$ cat config.mk
export PLATFORM = sky130hd
export DESIGN_NAME = ifd_div_stage
export DESIGN_NICKNAME = d
export VERILOG_FILES = /design/src/hdl/ifd_pkg.sv /design/src/hdl/ifd_div_stage.sv
export SDC_FILE = /design/constraint.sdc
export NUM_CORES = 1
export LEC_CHECK = 0
export BUFFER_PORTS_ARGS = -buffer_cell sky130_fd_sc_hd__buf_2
export CORE_MARGIN = 1.5
export CORE_UTILIZATION = 30
export DETAILED_ROUTE_END_ITERATION = 10
export PLACE_DENSITY = 0.61
export SETUP_SLACK_MARGIN = 0.02
export SYNTH_ARGS = -nofsm -noshare
export SYNTH_HDL_FRONTEND = slang
export SYNTH_SLANG_ARGS = --single-unit
$ cat constraint.sdc
create_clock -name clk -period 2.2 [get_ports clk]
set_input_delay 0.33 -clock clk [delete_from_list [all_inputs] [get_ports clk]]
set_output_delay 0.33 -clock clk [all_outputs]
set_load 0.01 [all_outputs]
$ cat src/hdl/ifd_pkg.sv
// ============================================================================
// ifd_pkg
// Shared types, constants and helper functions for the integer floor divider.
// ============================================================================
package ifd_pkg;

    // Widest element the datapath supports by default.
    localparam int DEFAULT_MAX_WIDTH = 64;

    // Width of the operand and quotient ports.
    localparam int PORT_WIDTH = 64;

    // Width of the element type register.
    localparam int ETYPE_WIDTH = 3;

    // Element type codes held in the configuration register.
    typedef enum logic [ETYPE_WIDTH-1:0] {
        ET_UINT8  = 3'd0,
        ET_INT8   = 3'd1,
        ET_UINT16 = 3'd2,
        ET_INT16  = 3'd3,
        ET_INT32  = 3'd4,
        ET_INT64  = 3'd5
    } etype_t;

    // Element format derived from the type register: width in bits and signedness.
    typedef struct packed {
        logic [6:0] width;
        logic       sgn;
    } ifd_fmt_t;

    // Per-item control bits carried alongside the datapath.
    typedef struct packed {
        logic neg;
        logic dz;
        logic last;
    } ifd_ctl_t;

    // Element width in bits for a type code; unused codes act as 64-bit.
    function automatic logic [6:0] type_width(input logic [ETYPE_WIDTH-1:0] code);
        logic [6:0] w;
        case (code)
            ET_UINT8:  w = 7'd8;
            ET_INT8:   w = 7'd8;
            ET_UINT16: w = 7'd16;
            ET_INT16:  w = 7'd16;
            ET_INT32:  w = 7'd32;
            ET_INT64:  w = 7'd64;
            default:   w = 7'd64;
        endcase
        return w;
    endfunction

    // Signedness for a type code; unused codes act as signed.
    function automatic logic type_signed(input logic [ETYPE_WIDTH-1:0] code);
        logic s;
        case (code)
            ET_UINT8:  s = 1'b0;
            ET_UINT16: s = 1'b0;
            default:   s = 1'b1;
        endcase
        return s;
    endfunction

    // Keep the low w bits of v, then sign- or zero-extend them to the full word.
    function automatic logic [PORT_WIDTH-1:0] narrow(input logic [PORT_WIDTH-1:0] v,
                                                     input ifd_fmt_t fmt);
        logic [PORT_WIDTH-1:0] mask;
        logic [5:0]            msb_idx;
        logic [PORT_WIDTH-1:0] r;
        if (fmt.width >= 7'(PORT_WIDTH))
            mask = '1;
        else
            mask = (64'd1 << fmt.width) - 64'd1;
        msb_idx = 6'(fmt.width - 7'd1);
        r = v & mask;
        if (fmt.sgn && v[msb_idx])
            r = r | ~mask;
        return r;
    endfunction

endpackage

$ cat src/hdl/ifd_div_stage.sv
// ============================================================================
// ifd_div_stage
// One restoring division step: shifts in one dividend bit, trial-subtracts
// the divisor and produces one quotient bit.
// ============================================================================
module ifd_div_stage #(
    parameter int DATA_WIDTH = ifd_pkg::DEFAULT_MAX_WIDTH
) (
    input  logic                  clk,
    input  logic                  rst_n,
    input  logic                  enable,
    input  logic                  valid_in,
    input  ifd_pkg::ifd_ctl_t     ctl_in,
    input  logic [DATA_WIDTH-1:0] rem_in,
    input  logic [DATA_WIDTH-1:0] dq_in,
    input  logic [DATA_WIDTH-1:0] ay_in,
    output logic                  valid_out,
    output ifd_pkg::ifd_ctl_t     ctl_out,
    output logic [DATA_WIDTH-1:0] rem_out,
    output logic [DATA_WIDTH-1:0] dq_out,
    output logic [DATA_WIDTH-1:0] ay_out
);
    import ifd_pkg::*;

    logic [DATA_WIDTH:0]   trial;
    logic [DATA_WIDTH:0]   diff;
    logic                  fits;
    logic [DATA_WIDTH-1:0] rem_next;
    logic [DATA_WIDTH-1:0] dq_next;

    logic                  valid_reg;
    ifd_ctl_t              ctl_reg;
    logic [DATA_WIDTH-1:0] rem_reg;
    logic [DATA_WIDTH-1:0] dq_reg;
    logic [DATA_WIDTH-1:0] ay_reg;

    // Trial subtraction; the remainder stays below the divisor, so it fits.
    always_comb
    begin
        trial    = {rem_in, dq_in[DATA_WIDTH-1]};
        diff     = trial - {1'b0, ay_in};
        fits     = (trial >= {1'b0, ay_in});
        rem_next = fits ? diff[DATA_WIDTH-1:0] : trial[DATA_WIDTH-1:0];
        dq_next  = {dq_in[DATA_WIDTH-2:0], fits};
    end

    // Valid bit for this stage.
    always_ff @(posedge clk or negedge rst_n)
    begin
        if (!rst_n)
            valid_reg <= 1'b0;
        else if (enable)
            valid_reg <= valid_in;
    end

    // Payload registers.
    always_ff @(posedge clk)
    begin
        if (enable)
        begin
            ctl_reg <= ctl_in;
            rem_reg <= rem_next;
            dq_reg  <= dq_next;
            ay_reg  <= ay_in;
        end
    end

    assign valid_out = valid_reg;
    assign ctl_out   = ctl_reg;
    assign rem_out   = rem_reg;
    assign dq_out    = dq_reg;
    assign ay_out    = ay_reg;

endmodule

==> flow_summary_export.csv <==
group,metric,value,unit
status,outcome,"finished with violations",
status,failed_checks,"negative setup slack",
logic_synthesis,synth_seq_cells,196,
setup_path,cp_max_fo,7,
floorplanning,core,36400,um^2
timing,hold_ws,0.0451,ns
floorplanning,die_area,38000,um^2
logic_synthesis,synth_commonest_cells,"edfxtp_1, a21oi_1, inv_1",
setup_path,regToRegSetupSlack,1.45,ns
logic_synthesis,syn-num-nets,1197,
power,power.switching,3530,uW
setup_path,cp.arrival,2.95,ns
clocking,htree_levels,4,
placed_design,dpl.hpwl,28700,um
final_layout,nNetsFinal,1905,
worst_hold_path,hold_path_class,"input port to register",
timing,setup_slack,-0.543,ns
logic_synthesis,synth.distinct_cells,56,
clocking,clock_latency,0.45,ns
setup_path,endpoint_kind,"register",
placed_design,port_buffers,394,
global_route,grt_pass1_wl,55000,um
logic_synthesis,ys_warn_count,0,
power,combPwrFrac,32.3,%
final_layout,drive_gt1_share,56.5,%
routing,drtPass1Iterations,5,
floorplanning,pin_count,395,
timing,relSlewSlack,68.4,%
routing,vias_per_cell,4.63,
clocking,clockBufferDepth,2,
timing,rsz0062_at_grt,"true",
placed_design,dp_slack,-1.21,ns
power,clkPwrFrac,28.1,%
logic_synthesis,synth_top_area_cell,"edfxtp_1",
logic_synthesis,async_reset_ff_share,0.510,%
timing,slew_viol_final,0,
final_layout,final_cell_count_no_fill,2125,
timing,hold_viol_final,0,
floorplanning,fp.dieW,195,um
routing,vias,9843,
clocking,numCtsBuffers,17,
final_layout,finish.instance_area,17700,um^2
logic_synthesis,yosysMostFrequentCell,"edfxtp_1",
logic_synthesis,syn-cell-area,11000,um^2
global_route,grt_usage,18.8,%
floorplanning,initial_core_util,30.3,%
setup_path,slowest_stage,"a211oi_4",
logic_synthesis,yosysTopAreaCellShare,53.0,%
timing,fmax,0.365,GHz
clocking,clk_pin_slew,0.08,ns
power,seq_power_share,39.5,%
power,switching_share,29.7,%
logic_synthesis,synth.avg_cell_area,11.8,um^2
placed_design,dpl.cell_count,2062,
logic_synthesis,postSynthCellCount,933,
timing,finalClockSkew,0,ns
logic_synthesis,ys_top_cells_by_area,"edfxtp_1, ha_1, mux2_4, a21oi_1, inv_1",
flow_run,cap_violations,0,
clocking,cts_tree,"done",
global_route,overflow,0,
global_route,grt_antenna_before_repair,7,
clocking,clock_sinks,196,
final_layout,area_growth,60.4,%
floorplanning,num_rows,70,
routing,drt_iter0_drc,376,
placed_design,place.gp.congestion,0.846,
routing,drc_errors,0,
placed_design,place_area,16100,um^2
logic_synthesis,ys_seq_area_share,53.2,%
routing,antenna_left,0,
power,peakVddDrop,0.547,mV
setup_path,path_cells,"buf_12 > inv_12 > ha_4 > nand2b_4 > a211oi_4 > nor2_4 > o21bai_4 > a31oi_4 > o41ai_4 > buf_4 > a31oi_4 > o21ai_4 > a31oi_4 > buf_12 > buf_12 > buf_16 > mux2_4",
timing,period_needed,2.74,ns
setup_path,criticalPathCategory,"input port to register",
power,p_per_area,671,nW/um^2
timing,setup_viol,65,
logic_synthesis,synth_edf_count,195,
logic_synthesis,synth_ff_type,"edfxtp_1",
clocking,root_buffer,"clkbuf_16",
timing,worst_pin_slew,0.474,ns
global_route,grt_pass1_vias,10180,
global_route,grt_max_degree,48,
setup_path,required,2.41,ns
power,p_leak,0.00810,uW
power,p_int,8350,uW
setup_path,start_kind,"input port",
routing,wl,36500,um
timing,post-route-period-util,125,%
setup_path,max_stage_delay,0.29,ns
floorplanning,chipHeight,195,um
routing,post_drt_wl_per_cell,17.2,um
## state kept, by name (all words and copies together) (netlist names)
name and count:
dq_out 64, ctl_out 3, rem_out 64, valid_out 1
ay_out 64
## cell type report
type | instances | area (um^2)
fill | 3341 | 18700
inverter | 80 | 343
multi-input combinational | 626 | 5470
clock inverter | 14 | 184
sequential | 196 | 5880
clock buffer | 18 | 429
tap | 468 | 586
timing repair buffer | 720 | 4820
antenna | 3 | 7.51
## power by group through the flow
stage               Sequential [uW]  Combinational, uW  Clock (uW)
global route                   4740               4160        3540
finish                         4700               3840        3350
floorplan                      5010               1550           0
CTS                            4710               3710        3450
detailed placement             4790               3490           0
global placement               4780               3460           0
## routing by layer
layer  share of wire (%)  GRT usage (%)  vias up
met4                 1.5           5.48        8
li1                    -              -     4884
met2                  50           33.0      273
met3                 5.6           4.42       29
met1                  43           23.0     4649
met5                0.16              0        -
## through the flow
stage / util (%) / TNS [ns] / total power (uW)
5_1_grt: 48.6 / -35.00 / 12400
2_1_floorplan: - / -46.54 / 6550
3_3_place_gp: 44.2 / -68.13 / 8240
6_report: 48.6 / -31.41 / 11900
3_5_place_dp: 44.2 / -71.60 / 8280
4_1_cts: 47.4 / -30.00 / 11900
## critical path, delay by kind of cell
kind	cells	cell delay, ns
simple gates	2	0.13
fa+ha+maj	1	0.26
mux	1	0.29
buf+inv	6	0.75
compound gates	7	1.17
## cells by family after synthesis
logic type | synth area share (%)
AO/OA/AOI/OAI | 14.0
XOR/XNOR | 4.60
adder cells (fa/ha/maj) | 7.43
buffers and inverters | 4.19
flip-flops | 53.2
multiplexers | 8.16
AND/OR/NAND/NOR | 8.34
## placed cells by master, fill, tap and decap left out, types with 7 or more instances in the layout
cell type,n
and3_1,8
edfxtp_1,195
ha_4,25
xor2_1,26
o211ai_1,9
o21ai_0,28
a21o_1,30
nand2_1,57
ha_1,38
buf_4,299
buf_12,13
nand3_1,10
nor3_1,13
xnor2_1,32
a21oi_1,64
clkbuf_16,18
a21oi_2,18
nand4_1,22
o21bai_1,17
buf_2,378
mux2_2,11
mux2_4,51
buf_6,22
nor2_1,42
inv_1,62
inv_2,11
nor2b_1,7
a31oi_1,7
o21ai_1,9
## path summary, 6_finish.rpt
path | end | cells after the start | startpoint
max | rem_out[17]$_DFFE_PP_ | 17 | ay_in[1]
min | dq_out[25]$_DFFE_PP_ | 1 | dq_in[24]
max reg2reg | valid_out$_DFFE_PN0P_ | 1 | valid_out$_DFFE_PN0P_
min reg2reg | valid_out$_DFFE_PN0P_ | 1 | valid_out$_DFFE_PN0P_
max in group asynchronous | valid_out$_DFFE_PN0P_ | 2 | rst_n
min in group asynchronous | valid_out$_DFFE_PN0P_ | 2 | rst_n
## repair_timing
action                                  CTS  global route
pin swaps                                17            31
gates cloned                              3             3
setup buffers                            14             7
endpoints found under the hold margin     1             0
endpoints found under the setup margin   65            65
gates resized for setup                  80            76
hold buffers                              1             0
(Power assumes the default switching activity.)
