### src/hdl/ifd_pkg.sv
// ============================================================================
// ifd_pkg
// Shared types, constants and helper functions for the integer floor divider.
// ============================================================================
package ifd_pkg;

    // Widest element the datapath supports by default.
    localparam int DEFAULT_MAX_WIDTH = 64;

    // Width of the operand and quotient ports.
    localparam int PORT_WIDTH = 64;

    // Width of the element type register.
    localparam int ETYPE_WIDTH = 3;

    // Element type codes held in the configuration register.
    typedef enum logic [ETYPE_WIDTH-1:0] {
        ET_UINT8  = 3'd0,
        ET_INT8   = 3'd1,
        ET_UINT16 = 3'd2,
        ET_INT16  = 3'd3,
        ET_INT32  = 3'd4,
        ET_INT64  = 3'd5
    } etype_t;

    // Element format derived from the type register: width in bits and signedness.
    typedef struct packed {
        logic [6:0] width;
        logic       sgn;
    } ifd_fmt_t;

    // Per-item control bits carried alongside the datapath.
    typedef struct packed {
        logic neg;
        logic dz;
        logic last;
    } ifd_ctl_t;

    // Element width in bits for a type code; unused codes act as 64-bit.
    function automatic logic [6:0] type_width(input logic [ETYPE_WIDTH-1:0] code);
        logic [6:0] w;
        case (code)
            ET_UINT8:  w = 7'd8;
            ET_INT8:   w = 7'd8;
            ET_UINT16: w = 7'd16;
            ET_INT16:  w = 7'd16;
            ET_INT32:  w = 7'd32;
            ET_INT64:  w = 7'd64;
            default:   w = 7'd64;
        endcase
        return w;
    endfunction

    // Signedness for a type code; unused codes act as signed.
    function automatic logic type_signed(input logic [ETYPE_WIDTH-1:0] code);
        logic s;
        case (code)
            ET_UINT8:  s = 1'b0;
            ET_UINT16: s = 1'b0;
            default:   s = 1'b1;
        endcase
        return s;
    endfunction

    // Keep the low w bits of v, then sign- or zero-extend them to the full word.
    function automatic logic [PORT_WIDTH-1:0] narrow(input logic [PORT_WIDTH-1:0] v,
                                                     input ifd_fmt_t fmt);
        logic [PORT_WIDTH-1:0] mask;
        logic [5:0]            msb_idx;
        logic [PORT_WIDTH-1:0] r;
        if (fmt.width >= 7'(PORT_WIDTH))
            mask = '1;
        else
            mask = (64'd1 << fmt.width) - 64'd1;
        msb_idx = 6'(fmt.width - 7'd1);
        r = v & mask;
        if (fmt.sgn && v[msb_idx])
            r = r | ~mask;
        return r;
    endfunction

endpackage

### src/hdl/ifd_prep.sv
// ============================================================================
// ifd_prep
// Input stage: narrows both operands to the element format, takes their
// magnitudes and flags a zero divisor.
// ============================================================================
module ifd_prep #(
    parameter int DATA_WIDTH = ifd_pkg::DEFAULT_MAX_WIDTH
) (
    input  logic                              clk,
    input  logic                              rst_n,
    input  logic                              enable,
    input  ifd_pkg::ifd_fmt_t                 fmt,
    input  logic                              in_valid,
    input  logic [ifd_pkg::PORT_WIDTH-1:0]    dividend,
    input  logic [ifd_pkg::PORT_WIDTH-1:0]    divisor,
    input  logic                              last_element,
    output logic                              valid_out,
    output ifd_pkg::ifd_ctl_t                 ctl_out,
    output logic [DATA_WIDTH-1:0]             dq_out,
    output logic [DATA_WIDTH-1:0]             ay_out
);
    import ifd_pkg::*;

    logic [PORT_WIDTH-1:0] x;
    logic [PORT_WIDTH-1:0] y;
    logic                  nx;
    logic                  ny;
    logic [DATA_WIDTH-1:0] ax_next;
    logic [DATA_WIDTH-1:0] ay_next;
    ifd_ctl_t              ctl_next;

    logic                  valid_reg;
    ifd_ctl_t              ctl_reg;
    logic [DATA_WIDTH-1:0] ax_reg;
    logic [DATA_WIDTH-1:0] ay_reg;

    // Narrow the operands and form their magnitudes.
    always_comb
    begin
        x = narrow(dividend, fmt);
        y = narrow(divisor, fmt);
        nx = fmt.sgn && x[PORT_WIDTH-1];
        ny = fmt.sgn && y[PORT_WIDTH-1];
        ax_next = nx ? (DATA_WIDTH'(0) - x[DATA_WIDTH-1:0]) : x[DATA_WIDTH-1:0];
        ay_next = ny ? (DATA_WIDTH'(0) - y[DATA_WIDTH-1:0]) : y[DATA_WIDTH-1:0];
        ctl_next.neg  = nx ^ ny;
        ctl_next.dz   = (y == '0);
        ctl_next.last = last_element;
    end

    // Valid bit for this stage.
    always_ff @(posedge clk or negedge rst_n)
    begin
        if (!rst_n)
            valid_reg <= 1'b0;
        else if (enable)
            valid_reg <= in_valid;
    end

    // Payload registers.
    always_ff @(posedge clk)
    begin
        if (enable)
        begin
            ctl_reg <= ctl_next;
            ax_reg  <= ax_next;
            ay_reg  <= ay_next;
        end
    end

    assign valid_out = valid_reg;
    assign ctl_out   = ctl_reg;
    assign dq_out    = ax_reg;
    assign ay_out    = ay_reg;

endmodule

### config.mk
export PLATFORM = sky130hd
export DESIGN_NAME = ifd_prep
export DESIGN_NICKNAME = d
export VERILOG_FILES = /design/src/hdl/ifd_pkg.sv /design/src/hdl/ifd_prep.sv
export SDC_FILE = /design/constraint.sdc
export NUM_CORES = 1
export LEC_CHECK = 0
export BUFFER_PORTS_ARGS = -buffer_cell sky130_fd_sc_hd__buf_4
export CAP_MARGIN = 20
export CORE_ASPECT_RATIO = 0.6
export CORE_MARGIN = 2
export CORE_UTILIZATION = 32
export DETAILED_ROUTE_END_ITERATION = 12
export MAX_ROUTING_LAYER = met4
export SYNTH_ARGS = -nofsm -noshare
export SYNTH_HDL_FRONTEND = slang
export SYNTH_SLANG_ARGS = --single-unit
### constraint.sdc
create_clock -name clk -period 1 [get_ports clk]
set_input_delay 0.2 -clock clk [delete_from_list [all_inputs] [get_ports clk]]
set_output_delay 0.2 -clock clk [all_outputs]
set_load 0.01 [all_outputs]
==> results of run 1 <==
## worst min-delay path by stage
stage                from  cells after the start  slack [ps]        end
floorplan           rst_n                      0        -100  valid_out
global placement    rst_n                      1         -20  valid_out
detailed placement  rst_n                      1         -20  valid_out
CTS                 rst_n                      2          60  valid_out
global route        rst_n                      2          50  valid_out
finish              rst_n                      2          60  valid_out
## state kept, by name, indices dropped and copies added (netlist names)
| name | flops |
|---|---|
| ay_out | 64 |
| ctl_out | 3 |
| dq_out | 64 |
| valid_out | 1 |
## layout by cell type, fill, tap and decap left out, types with 19 or more instances in the layout
master and n:
nand2_1 170, o21a_1 31, mux4_2 32, inv_1 20, buf_6 80, a31oi_1 23, and3_1 21, and2_1 34
a21oi_1 109, buf_4 1086, clkbuf_16 21, o21ai_0 54, nor3_1 34, o21ai_2 20, xnor2_1 64, edfxtp_1 131
a21oi_2 22, xor2_1 37, buf_12 31, nor2_2 19, nand3_1 62, nor2_1 138, nand4_1 24
## cells by family after synthesis
logic type	Yosys count	share of synthesized area, %
compound gates	530	25.4
xor+xnor	128	7.68
fa+ha+maj	8	0.686
buf+inv	152	5.06
flops	132	27.1
mux	73	7.90
simple gates	721	26.1
## timing repair
action / CTS / global route
resized for setup: 221 / 332
setup endpoints to repair: 262 / 262
hold buffers: 3 / 0
hold endpoints to repair: 3 / 0
cloned: 2 / 4
pin swaps: 78 / 91
buffers inserted: 76 / 88
## where the power goes
part / switching (mW) / internal, mW
Clock: 3.32 / 3.55
Combinational: 7.94 / 7.54
Sequential: 0.342 / 7.15
## layout make-up
class | count | area, um2 | area share (%)
Multi-Input combinational cell | 1461 | 12500 | 44.8
Clock inverter | 15 | 164 | 0.588
Inverter | 26 | 118 | 0.422
Antenna cell | 2 | 5.00 | 0.0180
Clock buffer | 17 | 425 | 1.53
Sequential cell | 132 | 3960 | 14.2
Tap cell | 589 | 737 | 2.64
Timing Repair Buffer | 1215 | 9960 | 35.8
## metal layers
metal	track usage, %	wire length (um)	share of wire, %	vias to the layer above
li1	-	-	-	8949
met1	49.8	38200	43	9884
met2	53.1	37800	42	1312
met3	7.94	9680	11	198
met4	12.2	3360	3.8	0
met5	-	0	0	-
==> key figures, run 1 <==
Run status
  • Status: complete, but fails checks
  • Failing checks: setup timing

Logic synthesis
  • Seq cells post-synth: ~130
  • Top post-synthesis cells by area: edfxtp_1 27%, xnor2_1 5.0%, mux4_2 4.9%
  • Syn_nets: 1893
  • Syn Inst Count: 1744
  • YS warnings: 0
  • Post-synth top area share: a little over a quarter
  • Largest area contributor in the netlist: edfxtp_1
  • Cell with the most instances after synthesis: nand2_1
  • Mapped Avg Cell Area: 8.37 um2
  • Sequential fraction of the synthesis area: 27.1%
  • Netlist cell types: 116
  • Post-Syn Area: ~15000 um2
  • Ys flop type: edfxtp_1
  • Number of synthesized flops with an enable pin: between 100 and 150
  • Async SR Flop Fraction: 0.758%
  • Post-synth top cells: 184 x nand2_1, 167 x nor2_1, 136 x a21oi_1

Floorplan
  • Std-Cell Core Area: 44900 um2
  • Starting Density: about a third
  • # IOs: 273
  • Die area: 47400 um2
  • DIE HEIGHT: roughly 170 um
  • Chip Width: 280 um
  • Number of core rows: 60

Cells and area
  • Area growth syn-to-layout: 90.9%
  • Final #Nets: 3002
  • Final core utilization: 62.1%
  • Final instance area: 27900 um2
  • Proportion of layout cells with a drive suffix above 1: 58.1%
  • Layout Cells excl Fill: 3457
  • Filler cells: 3898

Critical path
  • Critical-path top delay cell: mux4_2
  • Max incr delay on CP: between 400 and 500 ps
  • Delay-heaviest family, CP: buffers and inverters
  • Worst R2R Setup Slack: 260 ps
  • R2r endpoint: valid_out
  • CP cell instances: buf_12 > inv_8 > ha_4 > xor2_4 > buf_6 > mux4_2 > mux2_4 > o211ai_1 > buf_4 > a32oi_4 > nand2_1 > nand2_1 > inv_1 > ha_2 > nand4_1 > buf_4 > a2111o_1 > nor3_4 > nand3_4 > buf_6 > o21ai_2 > xor2_1
  • Stages on the worst setup path: 22
  • CP startpoint kind: primary input
  • CP Data Arrival Time: 4330 ps
  • Max Fanout on Critical Path: 7
  • Worst setup EP type: register
  • Startpoint of the worst register-to-register path: valid_out
  • WP data required: 1190 ps
  • Crit path kind: primary input to register
  • Critical Path Source: fmt[2]
  • Worst setup path end: ay_out[38]
  • Register-to-Register Path Depth: 1
  • Worst path bufs/invs: 7

Clock network
  • Clk pin slew, worst setup/hold paths: 80 ps
  • H-tree depth reported by CTS: 4
  • Root Buffer Master: clkbuf_16
  • CTS sink cnt: ~130
  • Clock Latency Late Sink: 450 ps
  • CTS Buf Count: 17
  • Max clock buf depth: 2
  • CTS tree: done

STA
  • Final setup vio count: 262
  • Clock Skews: 0 ps
  • WHS: 57.3 ps
  • Period utilisation layout: 415%
  • Slew @ Worst Pin: 663 ps
  • Final WS setup: -3150 ps
  • Fin. Hold Viols: 0
  • Final max-slew violation count: 0
  • Tmin final: 4150 ps
  • F_max: 0.241 GHz
  • Total negative slack: -390870 ps
  • Max_slew headroom: 55.7%
  • RSZ-0062 raised after global routing: yes

Drt
  • Final WL: 89100 um
  • Post-DRT Antenna Nets: 0
  • Starting DRT DRC Count: around 2200
  • Residual DRC: 0
  • Drt pass-1 iters: 7
  • Detailed-route via count: 20300
  • Vias per Instance: 5.88
  • Routed length per instance: 25.8 um

Global route
  • First-pass GRT wire length: 124000 um
  • Initial antenna violation count: 3
  • Grt ovf: 0
  • Largest net degree at the start of global routing: between 40 and 50
  • Vias in the first global route: around 19000
  • GRT Total Usage: 36.4%

Power and ir drop
  • PnR Total Power: 29.8 mW
  • Static leakage: 11.8 nW
  • Power Dens Cells: between 1000 and 1500 nW/um2
  • Worst vdd ir: around 0.80 mV

Placement
  • Dpl hpwl: ~69000 um
  • Placed cells: 3278
  • Placement Setup Slack: -4050 ps
  • IO Port Bufs: approximately 270
  • DP Area: 23300 um2
  • Gpl congestion: 1.05

Job
  • Maxcap violations: 0

Hold path
  • HP Class: primary input to async pin
(Power assumes the default switching activity.)
==> inputs of run 2 (changes only) <==
Settings changed: CORE_MARGIN 2 to 1.5.
==> key figures, run 2 (synthesis gave the netlist of run 1 again) <==
STA
  • Final setup vio count: 262 (unchanged)
  • Clock Skews: 0 ps (unchanged)
  • WHS: 57.3 ps (about the same)
  • Final max-slew violation count: 0 (unchanged)
  • Period utilisation layout: 414% (was 415%)
  • Total negative slack: -386460 ps (was -390870 ps)
  • F_max: 0.242 GHz (was 0.241 GHz)
  • Final WS setup: -3140 ps (was -3150 ps)
  • Slew @ Worst Pin: 623 ps (was 663 ps)
  • Max_slew headroom: 57.9% (was 55.7%)
  • RSZ-0062 raised after global routing: yes (unchanged)
  • Fin. Hold Viols: 0 (unchanged)
  • Tmin final: 4140 ps (was 4150 ps)

Cells and area
  • Final instance area: 27600 um2 (was 27900 um2)
  • Commonest non-fill, non-tap cell in the layout: buf_4 (unchanged)
  • Reg area: 3960 um2 (unchanged)
  • Commonest non-fill, non-tap cells in the layout: 1074 x buf_4, 168 x nand2_1, 147 x nor2_1, 131 x edfxtp_1, 109 x a21oi_1 (was 1086 x buf_4, 170 x nand2_1, 138 x nor2_1, 131 x edfxtp_1, 109 x a21oi_1)
  • Proportion of layout cells with a drive suffix above 1: 58.0% (was 58.1%)
  • Final #Nets: 2982 (was 3002)
  • Filler cells: 3898 (unchanged)
  • Multi-input combinational cell area: 12500 um2 (about the same)
  • Area growth syn-to-layout: 89.2% (was 90.9%)

Drt
  • Vias per Instance: 5.84 (was 5.88)
  • Residual DRC: 0 (unchanged)
  • Final WL: 87800 um (was 89100 um)
  • Detailed-route via count: 20100 (was 20300)
  • Routed length per instance: 25.5 um (was 25.8 um)
  • Drt pass-1 iters: 6 (was 7)
  • Starting DRT DRC Count: 2437 (was 2234)
  • Post-DRT Antenna Nets: 0 (unchanged)

Floorplan
  • Chip Width: 279 um (was 280 um)
  • Die area: 46900 um2 (was 47400 um2)
  • Number of core rows: 60 (unchanged)
  • DIE HEIGHT: 168 um (was 169 um)
  • Std-Cell Core Area: 44900 um2 (unchanged)
  • # IOs: 273 (unchanged)
  • Starting Density: 32.5% (unchanged)

Critical path
  • Worst setup EP type: register (unchanged)
  • CP Data Arrival Time: 4320 ps (was 4330 ps)
  • Max Fanout on Critical Path: 5 (was 7)
  • WP data required: 1190 ps (about the same)
  • Critical Path Source: fmt[1] (was fmt[2])
  • Crit path kind: primary input to register (unchanged)
  • Startpoint of the worst register-to-register path: valid_out (unchanged)
  • CP startpoint kind: primary input (unchanged)

Clock network
  • CTS Buf Count: 17 (unchanged)
  • H-tree depth reported by CTS: 4 (unchanged)
  • Clk pin slew, worst setup/hold paths: 70 ps (was 80 ps)
  • Root Buffer Master: clkbuf_16 (unchanged)
  • CTS tree: done (unchanged)
  • CTS sink cnt: 132 (unchanged)
  • Max clock buf depth: 2 (unchanged)
  • Clock Latency Late Sink: 450 ps (about the same)

Placement
  • IO Port Bufs: 272 (unchanged)
  • DP Area: 23300 um2 (about the same)
  • Gpl congestion: 1.01 (was 1.05)
  • Placement Setup Slack: -3920 ps (was -4050 ps)
  • Dpl hpwl: 69500 um (was 69000 um)

Power and ir drop
  • Worst vdd ir: 1.20 mV (was 0.802 mV)
  • Static leakage: 11.7 nW (was 11.8 nW)
  • PnR Total Power: 29.7 mW (was 29.8 mW)
  • Power Dens Cells: 1070 nW/um2 (about the same)

Global route
  • Grt ovf: 0 (unchanged)
  • Vias in the first global route: 19500 (was 19400)
  • GRT Total Usage: 37.4% (was 36.4%)
  • First-pass GRT wire length: 126000 um (was 124000 um)
  • Largest net degree at the start of global routing: 40 (was 42)
  • Initial antenna violation count: 4 (was 3)

Job
  • Maxcap violations: 0 (unchanged)

Run status
  • Status: complete, but fails checks (unchanged)
  • Failing checks: setup timing (unchanged)

Hold path
  • HP Class: primary input to async pin (unchanged)
run 2: cell types whose count changed in the layout (fill, tap and decap cells not counted), sizes merged:
| cell | delta |
|---|---|
| diode | +2 |
| clkinv | -1 |
| clkbuf | -4 |
| nand4 | -1 |
| inv | +1 |
| bufbuf | +1 |
| buf | -16 |
run 2: metal layers:
metal / GRT usage [%] / vias up / part of all wire, %
li1: - / 8904 / -
met1: 51.1 / 9838 / 43
met2: 55.7 / 1196 / 43
met3: 8.74 / 141 / 11
met4: 9.17 / 0 / 2.7
met5: - / - / 0
run 2: worst paths after layout:
kind                               to  slack (ps)  cells after the start
min in group clk           dq_out[33]         170                      3
max                        dq_out[46]       -3140                     24
max reg2reg                 valid_out         250                      1
min reg2reg                 valid_out         530                      1
max in group asynchronous   valid_out         860                      2
min                         valid_out          60                      2
run 2: power breakdown:
group / total [mW] / switching, mW / leakage [nW] / internal [mW]
registers: 7.48 / 0.336 / 1.29 / 7.15
clock network: 6.91 / 3.36 / 0.280 / 3.55
logic: 15.3 / 7.85 / 10.1 / 7.41
run 2: layout make-up:
| cell class | instances | share of cell area (%) |
|---|---|---|
| diodes | 4 | 0.0363 |
| well taps | 589 | 2.67 |
| repair buffers | 1196 | 35.3 |
| clock buffers | 17 | 1.54 |
| multi-input cells | 1460 | 45.1 |
| clock inverters | 15 | 0.594 |
| flip-flops and latches | 132 | 14.3 |
| inverters | 26 | 0.417 |
run 2: timing repair:
item	in CTS	in global routing
pin swaps	134	64
resized for setup	445	122
gates cloned	1	1
setup buffers	114	30
endpoints found under the setup margin	262	262
endpoints found under the hold margin	3	0
hold buffers	3	0
run 2: worst max-delay path: stages:
cell and delay (ps):
buf_12 120, inv_8 60, ha_4 150, xor2_4 270, mux4_2 530, mux2_4 280, o211ai_1 220, buf_4 160
a32oi_4 90, nand2_1 80, nand2_2 50, inv_2 60, ha_4 130, nand2_2 50, nor2_1 100, nand3_1 100
o32a_1 210, nand4b_4 210, buf_6 150, a2111oi_4 300, buf_4 190, and4_4 290, a31oi_2 120, xnor2_1 140
run 2: per-stage QoR:
stage	utilization, %	std cells
final	61.5	3439
after global routing	61.5	3439
after CTS	59.7	3412
after detailed placement	51.9	3272
after global placement	51.9	3272
after floorplan	-	1744
==> inputs of run 3 (changes only) <==
Settings changed: PLACE_DENSITY from default to 0.56.
==> key figures, run 3 (synthesis gave the netlist of run 1 again) <==
Clock network
  • Root Buffer Master: clkbuf_16 (unchanged)
  • Clock Latency Late Sink: 450 ps (about the same)
  • H-tree depth reported by CTS: 4 (unchanged)
  • CTS sink cnt: 132 (unchanged)
  • Max clock buf depth: 2 (unchanged)
  • CTS tree: done (unchanged)
  • Clk pin slew, worst setup/hold paths: 70 ps (about the same)
  • CTS Buf Count: 17 (unchanged)

Floorplan
  • Chip Width: 279 um (unchanged)
  • DIE HEIGHT: 168 um (unchanged)
  • Std-Cell Core Area: 44900 um2 (unchanged)
  • Starting Density: 32.5% (unchanged)
  • # IOs: 273 (unchanged)
  • Number of core rows: 60 (unchanged)
  • Die area: 46900 um2 (unchanged)

Placement
  • DP Area: 23600 um2 (was 23300 um2)
  • Gpl congestion: 1.06 (was 1.01)
  • Placed cells: 3296 (was 3272)
  • Dpl hpwl: 70400 um (was 69500 um)
  • IO Port Bufs: 272 (unchanged)
  • Placement Setup Slack: -4060 ps (was -3920 ps)

STA
  • Tmin final: 4170 ps (was 4140 ps)
  • RSZ-0062 raised after global routing: yes (unchanged)
  • Slew @ Worst Pin: 674 ps (was 623 ps)
  • Final WS setup: -3170 ps (was -3140 ps)
  • F_max: 0.240 GHz (was 0.242 GHz)
  • Max_slew headroom: 54.9% (was 57.9%)
  • Final max-slew violation count: 0 (unchanged)
  • Clock Skews: 0 ps (unchanged)
  • Period utilisation layout: 417% (was 414%)
  • Fin. Hold Viols: 0 (unchanged)
  • Total negative slack: -395520 ps (was -386460 ps)
  • Final setup vio count: 262 (unchanged)

Cells and area
  • Area growth syn-to-layout: 87.1% (was 89.2%)
  • Commonest non-fill, non-tap cells in the layout: 1058 x buf_4, 168 x nand2_1, 146 x nor2_1, 131 x edfxtp_1, 115 x a21oi_1 (was 1074 x buf_4, 168 x nand2_1, 147 x nor2_1, 131 x edfxtp_1, 109 x a21oi_1)
  • Final instance area: 27300 um2 (was 27600 um2)
  • Final #Nets: 2971 (was 2982)
  • Commonest non-fill, non-tap cell in the layout: buf_4 (unchanged)
  • Layout Cells excl Fill: 3425 (was 3439)
  • Proportion of layout cells with a drive suffix above 1: 56.0% (was 58.0%)

Critical path
  • CP startpoint kind: primary input (unchanged)
  • Max Fanout on Critical Path: 6 (was 5)
  • Worst setup EP type: register (unchanged)
  • WP data required: 1190 ps (about the same)
  • CP Data Arrival Time: 4360 ps (was 4320 ps)
  • Crit path kind: primary input to register (unchanged)

Drt
  • Detailed-route via count: 19900 (was 20100)
  • Starting DRT DRC Count: 2358 (was 2437)
  • Routed length per instance: 25.9 um (was 25.5 um)
  • Post-DRT Antenna Nets: 0 (unchanged)
  • Vias per Instance: 5.82 (was 5.84)
  • Final WL: 88700 um (was 87800 um)
  • Residual DRC: 0 (unchanged)
  • Drt pass-1 iters: 6 (unchanged)

Run status
  • Status: complete, but fails checks (unchanged)
  • Failing checks: setup timing (unchanged)

Power and ir drop
  • PnR Total Power: 29.8 mW (was 29.7 mW)
  • Power Dens Cells: 1090 nW/um2 (was 1070 nW/um2)
  • Worst vdd ir: 0.957 mV (was 1.20 mV)
  • Static leakage: 11.6 nW (was 11.7 nW)

Global route
  • Largest net degree at the start of global routing: 70 (was 40)
  • Initial antenna violation count: 0 (was 4)
  • GRT Total Usage: 37.5% (was 37.4%)
  • Vias in the first global route: 18900 (was 19500)
  • Grt ovf: 0 (unchanged)
  • First-pass GRT wire length: 126000 um (about the same)

Hold path
  • HP Class: primary input to async pin (unchanged)

Job
  • Maxcap violations: 0 (unchanged)
-- run 3: cell types whose count changed in the layout (fill, tap and decap cells not counted), moves of 4 or more --
cell and change:
a2111oi_2 -6, o21ai_1 -5, buf_8 +4, o21ai_0 +15
a21oi_2 -6, and3_1 +4, buf_4 -16, a21oi_1 +6
o21ai_2 -9, nand2_2 +4, a31oi_2 -5, a31oi_1 +4
nor3_1 +5
-- run 3: worst max-delay path, cell delays in order --
cell,delay [ps]
buf_8,90
inv_6,40
buf_6,110
ha_4,170
xor2_4,250
buf_4,160
buf_6,100
mux4_2,490
mux2_4,280
o211ai_1,250
a32o_2,280
o21a_1,190
ha_4,170
nand4_1,130
buf_6,160
a2111o_1,340
nor3_4,250
nand3_4,230
o41ai_4,340
xor2_1,110
-- run 3: final timing paths --
path	startpoint	depth (start not counted)	slack (ps)	end
worst max-delay path	fmt[2]	20	-3170	ay_out[58]
worst min-delay path	rst_n	2	50	valid_out
worst max register to register	valid_out	1	250	valid_out
worst min register to register	valid_out	1	520	valid_out
max in group asynchronous	rst_n	2	870	valid_out
min in group clk	enable	2	80	ay_out[13]
-- run 3: through the flow --
stage          utilization, %  hold slack (ps)
6_report                 60.8             50.7
2_1_floorplan               -            -95.6
4_1_cts                  57.3             49.8
3_3_place_gp             52.5            -24.1
5_1_grt                  60.8             42.2
3_5_place_dp             52.5            -23.3
-- run 3: layer usage --
metal | global-route usage (%) | up-vias | share of wire [%]
met1 | 53.2 | 9795 | 45
met4 | 7.02 | 0 | 1.9
met3 | 7.56 | 107 | 10
met5 | - | - | 0
li1 | - | 8884 | -
met2 | 55.3 | 1157 | 43
-- run 3: cell type report --
cell class	instances	area, um2
fillers	3966	17600
multi-input cells	1461	12100
repair buffers	1184	9720
flip-flops and latches	132	3960
well taps	589	737
clock buffers	17	425
clock inverters	15	211
inverters	26	110
diodes	1	2.50
-- run 3: power by group --
part,switching [mW],leakage (nW),total (mW),internal [mW]
clock network,3.21,0.310,7.28,4.06
logic,7.74,9.97,15.0,7.27
registers,0.392,1.29,7.54,7.15
total,11.3,11.6,29.8,18.5
-- run 3: what timing repair did --
action / in CTS / in global routing
resized for setup: 253 / 211
hold endpoints to repair: 3 / 0
hold buffers: 3 / 0
setup endpoints to repair: 262 / 262
pin swaps: 63 / 97
buffers inserted: 32 / 62
cloned: 3 / 2
